$ cat src/hw/rtl/mlfq_pkg.sv
`default_nettype none
package mlfq_pkg;
  localparam int MAX_LEVELS_DEF  = 8;
  localparam int QUEUE_DEPTH_DEF = 16;
  localparam int ID_W    = 16;
  localparam int BURST_W = 16;
  localparam int LVL_IN_W = 4;
  localparam int RUN_LVL_W = 3;
  localparam int ENTRY_W = ID_W + BURST_W;

  localparam logic [3:0]  LEVEL_COUNT_RST  = 4'd8;
  localparam logic [15:0] SLICE_LENGTH_RST = 16'd1;

  localparam logic CFG_LEVEL_COUNT  = 1'b0;
  localparam logic CFG_SLICE_LENGTH = 1'b1;

  localparam logic OP_ENQUEUE  = 1'b0;
  localparam logic OP_DISPATCH = 1'b1;

  typedef enum logic [2:0] {
    ST_QUEUED     = 3'd0,
    ST_BAD_LEVEL  = 3'd1,
    ST_FULL       = 3'd2,
    ST_DISPATCHED = 3'd3,
    ST_IDLE       = 3'd4
  } status_t;

  // controller -> datapath
  typedef struct packed {
    logic capture;   // latch request, start RAM read of head
    logic finish;    // compute result, do writes
    logic out_load;  // load output register
  } dp_cmd_t;

  // datapath -> controller
  typedef struct packed {
    logic is_enqueue;
  } dp_stat_t;
endpackage
`default_nettype wire

$ cat src/hw/rtl/mlfq_ctrl.sv
`default_nettype none
module mlfq_ctrl import mlfq_pkg::*; (
  input  wire logic     clk,
  input  wire logic     rst_n,
  input  wire logic     in_valid,
  output logic          in_ready,
  output logic          out_valid,
  input  wire logic     out_ready,
  input  wire dp_stat_t stat,
  output dp_cmd_t       cmd
);
  typedef enum logic [1:0] {S_IDLE, S_EXEC, S_HOLD} state_t;
  state_t state_r, state_nxt;
  logic   out_valid_r, out_valid_nxt;

  // output register free, or drained this cycle
  logic out_free;
  assign out_free = !out_valid_r || out_ready;

  always_comb begin
    state_nxt     = state_r;
    out_valid_nxt = out_valid_r && !out_ready;
    cmd           = '0;
    in_ready      = 1'b0;
    unique case (state_r)
      S_IDLE: begin
        in_ready = 1'b1;
        if (in_valid) begin
          cmd.capture = 1'b1;
          state_nxt   = S_EXEC;
        end
      end
      S_EXEC, S_HOLD: begin
        if (out_free) begin
          cmd.finish    = 1'b1;
          cmd.out_load  = 1'b1;
          out_valid_nxt = 1'b1;
          state_nxt     = S_IDLE;
        end else begin
          state_nxt = S_HOLD;
        end
      end
      default: state_nxt = S_IDLE;
    endcase
  end

  always_ff @(posedge clk) begin
    if (!rst_n) begin
      state_r     <= S_IDLE;
      out_valid_r <= 1'b0;
    end else begin
      state_r     <= state_nxt;
      out_valid_r <= out_valid_nxt;
    end
  end

  assign out_valid = out_valid_r;
  logic unused_stat;
  assign unused_stat = stat.is_enqueue;
endmodule
`default_nettype wire

$ cat config.mk
export PLATFORM = sky130hd
export DESIGN_NAME = mlfq_ctrl
export DESIGN_NICKNAME = d
export VERILOG_FILES = /design/src/hw/rtl/mlfq_pkg.sv /design/src/hw/rtl/mlfq_ctrl.sv
export SDC_FILE = /design/constraint.sdc
export NUM_CORES = 1
export LEC_CHECK = 0
export ABC_AREA = 1
export BUFFER_PORTS_ARGS = -buffer_cell sky130_fd_sc_hd__buf_2
export CORE_AREA = 2 2 39 41
export DETAILED_ROUTE_END_ITERATION = 7
export DIE_AREA = 0 0 41 43
export PLACE_DENSITY = 0.35
export RECOVER_POWER = 50
export SLEW_MARGIN = 25
export SYNTH_ARGS = -nofsm -noshare
export SYNTH_HDL_FRONTEND = slang
export SYNTH_SLANG_ARGS = --single-unit
$ cat constraint.sdc
create_clock -name clk -period 1.25 [get_ports clk]
set_clock_uncertainty 0.2 [all_clocks]
set_input_delay 0.25 -clock clk [delete_from_list [all_inputs] [get_ports clk]]
set_output_delay 0.25 -clock clk [all_outputs]
set_load 0.02 [all_outputs]
## After elaboration in Yosys (flattened, before gate mapping)

Cells that the tools add are included.

| operators by class | value |
|---|---|
| reductions and logical operators | 6 |
| equal/unequal tests | 3 |
| multiplexer cells | 10 |

Operators by type and width:

| operator | count |
|---|---|
| $mux W2 | 4 |
| $mux W1 | 5 |
| $pmux W2 S2 | 1 |
| $eq A2 B1 Y1 const B | 1 |
| $eq A2 B2 Y1 const B | 1 |
| $logic_not A1 Y1 | 2 |
| $logic_not A2 Y1 | 1 |
| $ne A2 B2 Y1 const B | 1 |
| $reduce_or A2 Y1 | 1 |
| $logic_and A1 B1 Y1 | 1 |
| $logic_or A1 B1 Y1 | 1 |

| word-level totals | value |
|---|---|
| bits in registers | 3 |
| logic and storage cells | 21 |

## Longest topological paths before layout

| logic depth | value |
|---|---|
| depth in word-level cells | 4 |
| mapped depth | 7 |
| gate-level depth less buffers | 7 |

## Worst setup path after synthesis

No wires, ideal clock.

| timing | value |
|---|---|
| path type | register -> output |
| start | register state_r[0] |
| end | output port cmd[1] (netlist name) |
| data required time | 0.800 ns |
| stages on the path, launching flop included | 6 |
| path slack | -0.473 ns |
| path buffers | 1 |
| arrival time | 1.273 ns |
| cell sequence | dfxtp_1 > inv_1 > ha_1 > inv_1 > a21oi_1 > buf_4 |

RTL lines:

| item | RTL line | source |
|---|---|---|
| start, declared | mlfq_ctrl.sv:13 | `state_t state_r, state_nxt;` |
| start signal, assigned | mlfq_ctrl.sv:52 | `state_r <= state_nxt;` |
| end, declared | mlfq_ctrl.sv:10 | `output dp_cmd_t cmd` |

==> metrics.txt <==
# TYPE chip_impl_metric gauge
chip_impl_info{name="run_status",value="finished, violations left"} 1
chip_impl_info{name="violated_checks",value="setup timing"} 1
chip_impl_info{name="setup_repair_after_global_routing_missed_its_margin",value="yes"} 1
chip_impl_metric{name="power.ir.vdd_worst",unit="uV"} 537
chip_impl_metric{name="cts_num_sinks",unit=""} 3
chip_impl_metric{name="synthDistinctLibCells",unit=""} 11
chip_impl_metric{name="netlist_area",unit="um^2"} 189
chip_impl_metric{name="power_per_cell_area",unit="nW/um^2"} 1530
chip_impl_metric{name="vias_in_the_first_global_route",unit=""} 172
chip_impl_info{name="post_synth_main_area_contributors",value="dfxtp_1 32%, inv_1 14%, nand2_1 14%, ha_1 13%, nor2_1 6.0%"} 1
chip_impl_metric{name="seq_area",unit="um^2"} 62.6
chip_impl_metric{name="finalPower",unit="W"} 0.000558
chip_impl_metric{name="number_of_max_cap_violations",unit=""} 0
chip_impl_metric{name="routedLengthMet1",unit="um"} 183
chip_impl_metric{name="post-route-period-util",unit=""} 1.28
chip_impl_info{name="synthTopCellsByCount",value="7 x inv_1, 7 x nand2_1, 3 x dfxtp_1, 3 x nor2_1"} 1
chip_impl_metric{name="cts_hold_repair.buffers",unit=""} 0
chip_impl_metric{name="dr_total_vias",unit=""} 215
chip_impl_metric{name="area_growth",unit="%"} 92.7
chip_impl_metric{name="grt_first_pass_wirelength",unit="um"} 634
chip_impl_info{name="synth.largest_area_cell",value="dfxtp_1"} 1
chip_impl_info{name="synthFlopType",value="dfxtp_1"} 1
chip_impl_metric{name="routed_wl",unit="um"} 412
chip_impl_metric{name="core.rowCount",unit=""} 14
chip_impl_metric{name="cts.htree.levels",unit=""} 1
chip_impl_metric{name="drt-wirelength-per-cell",unit="um"} 6.87
chip_impl_info{name="critPathLaunch",value="state_r[0]$_SDFFE_PN0P_"} 1
chip_impl_info{name="tritoncts",value="done"} 1
chip_impl_info{name="reg2reg_from",value="state_r[1]$_SDFFE_PN0P_"} 1
chip_impl_metric{name="insertion_delay",unit="ps"} 230
chip_impl_info{name="max_layer_used",value="met3"} 1
chip_impl_metric{name="initialDrtViolationCount",unit=""} 0
chip_impl_metric{name="gr-total-overflow",unit=""} 0
chip_impl_metric{name="hold_violations",unit=""} 0
chip_impl_metric{name="finalMaxSlewViolations",unit=""} 0
chip_impl_metric{name="cp.arrival",unit="ps"} 1150
chip_impl_metric{name="post_synth_inst_count",unit=""} 29
chip_impl_metric{name="floorplan.io_pins",unit=""} 10
chip_impl_metric{name="yosys_warnings",unit=""} 0
chip_impl_metric{name="finalSetupTns",unit="ps"} -1190
chip_impl_metric{name="numCtsBuffers",unit=""} 3
chip_impl_metric{name="worst_slack",unit="ps"} -354
chip_impl_info{name="worst-setup-path-type",value="flop to output pin"} 1
chip_impl_metric{name="worst-slew-pin-transition",unit="ps"} 198
chip_impl_metric{name="gp_congestion",unit=""} 0.556
chip_impl_info{name="min-delay-path-class",value="input pin to flop"} 1
chip_impl_info{name="cts-root-buf",value="clkbuf_4"} 1
chip_impl_metric{name="port_buffers",unit=""} 8
chip_impl_metric{name="cts_max_path_buffers",unit=""} 2
chip_impl_metric{name="detailroute.wirelength.met3",unit="um"} 58
chip_impl_metric{name="grt_use_total",unit=""} 0.0611
chip_impl_metric{name="vertical_extent_of_the_die",unit="um"} 43
chip_impl_metric{name="multi_input_combinational_cell_area",unit="um^2"} 130
chip_impl_metric{name="critical_path_required",unit="ps"} 800
chip_impl_metric{name="syn-mean-instance-area",unit="um^2"} 6.51
chip_impl_metric{name="slew_headroom",unit=""} 0.868
chip_impl_info{name="cp-start-kind",value="flop"} 1
chip_impl_metric{name="drt-vias-per-instance",unit=""} 3.58
chip_impl_metric{name="firstDrtPassIters",unit=""} 1
chip_impl_info{name="critPathCaptureType",value="output pin"} 1
chip_impl_metric{name="synth-edff-count",unit=""} 0
chip_impl_metric{name="detailed_place_hpwl",unit="um"} 325
chip_impl_metric{name="detail-route-antenna-nets",unit=""} 0
chip_impl_metric{name="ys_ff_latch",unit=""} 3
chip_impl_metric{name="synth_top_area_share",unit=""} 0.318
chip_impl_metric{name="fillerInstances",unit=""} 161
chip_impl_metric{name="die_width",unit="um"} 41
chip_impl_metric{name="initial_core_util",unit=""} 0.137
chip_impl_metric{name="antenna_found_initial",unit=""} 0
chip_impl_metric{name="proportion_of_register_bits_with_asynchronous_set_or_reset_after_synthesis",unit=""} 0
chip_impl_metric{name="antenna_cells_inserted",unit=""} 0
chip_impl_metric{name="grt_max_degree",unit=""} 5
chip_impl_metric{name="routed-wl-met2",unit="um"} 170
chip_impl_metric{name="timing.final.crit_period",unit="ps"} 1600
chip_impl_metric{name="finalHoldWorstSlack",unit="ps"} 64.6
chip_impl_metric{name="leakage",unit="nW"} 0.184
chip_impl_metric{name="timing.fmax",unit="GHz"} 0.624
chip_impl_metric{name="yosysSeqAreaShare",unit=""} 0.318
chip_impl_metric{name="synthesis.nets",unit=""} 36
chip_impl_metric{name="clk_pin_slew_worst_paths",unit="ps"} 30
chip_impl_metric{name="nets",unit=""} 52
chip_impl_metric{name="core_area",unit="um^2"} 1380
chip_impl_info{name="worst_min_delay_path_startpoint",value="rst_n"} 1
chip_impl_metric{name="setup_viol_count_final",unit=""} 5
chip_impl_metric{name="drive_gt1_frac",unit=""} 0.614
chip_impl_metric{name="die_footprint",unit="um^2"} 1760
chip_impl_metric{name="cp_max_fo",unit=""} 2
chip_impl_metric{name="post-route-drc-count",unit=""} 0
==> flip-flops by register name (all words and copies together), names as in the netlist <==
name       flops
state_r        2
out_valid      1
==> layout by cell type (no fill, tap or decap), drive strengths merged <==
cell / instances
dfxtp: 3
inv: 8
a21boi: 1
clkbuf: 4
nand2: 7
nand3: 2
a21oi: 1
ha: 2
buf: 12
nor2: 4
==> kinds of logic after synthesis <==
group | synth area share
AOI/OAI and AO/OA | 0.0662
adders and majority gates | 0.132
buffers and inverters | 0.199
DFF | 0.318
and+or+nand+nor | 0.285
==> cell type report <==
cell class / count / share of cell area
well taps: 16 / 0.0550
repair buffers: 12 / 0.261
clock buffers: 4 / 0.0722
inverters: 8 / 0.0825
multi-input cells: 17 / 0.357
flip-flops and latches: 3 / 0.172
==> report_power, final <==
part           switching, W  internal [W]  leakage (nW)  total [W]
clock             0.0000482      0.000119        0.0150   0.000168
sequential        0.0000123      0.000112        0.0255   0.000125
combinational      0.000134      0.000132         0.144   0.000265
total              0.000194      0.000364         0.184   0.000558
==> through the flow <==
stage / util / instance area (um^2) / cells / setup WS (ps)
detailed placement: 0.204 / 283 / 54 / -120
global placement: 0.204 / 283 / 54 / -114
finish: 0.263 / 364 / 60 / -354
floorplan: - / 219 / 29 / -181
global route: 0.263 / 364 / 60 / -399
CTS: 0.245 / 339 / 58 / -363
==> path summary, 6_finish.rpt <==
kind                                                end  slack, ps  depth (start not counted)
worst max register to register  state_r[0]$_SDFFE_PN0P_         60                          6
worst max-delay path                             cmd[0]       -350                          5
worst min register to register     out_valid$_SDFF_PN0_        340                          2
worst min-delay path            state_r[0]$_SDFFE_PN0P_         60                          3
==> worst max-delay path, stage by stage (launching register included) <==
cell	delay, ps
dfxtp_2	310
inv_2	50
ha_4	260
inv_2	40
a21oi_4	110
buf_4	150
==> timing repair <==
item | in CTS | in global routing
resized for setup | 8 | 4
buffers inserted | 0 | 2
pin swaps | 0 | 0
endpoints found under the setup margin | 5 | 5
==> routing by layer <==
metal  up-vias  GRT usage
met5         -          0
met4         0     0.0200
met3         0     0.0785
met2        11     0.0688
met1        91     0.0671
li1        113          -
(Power assumes the default switching activity.)
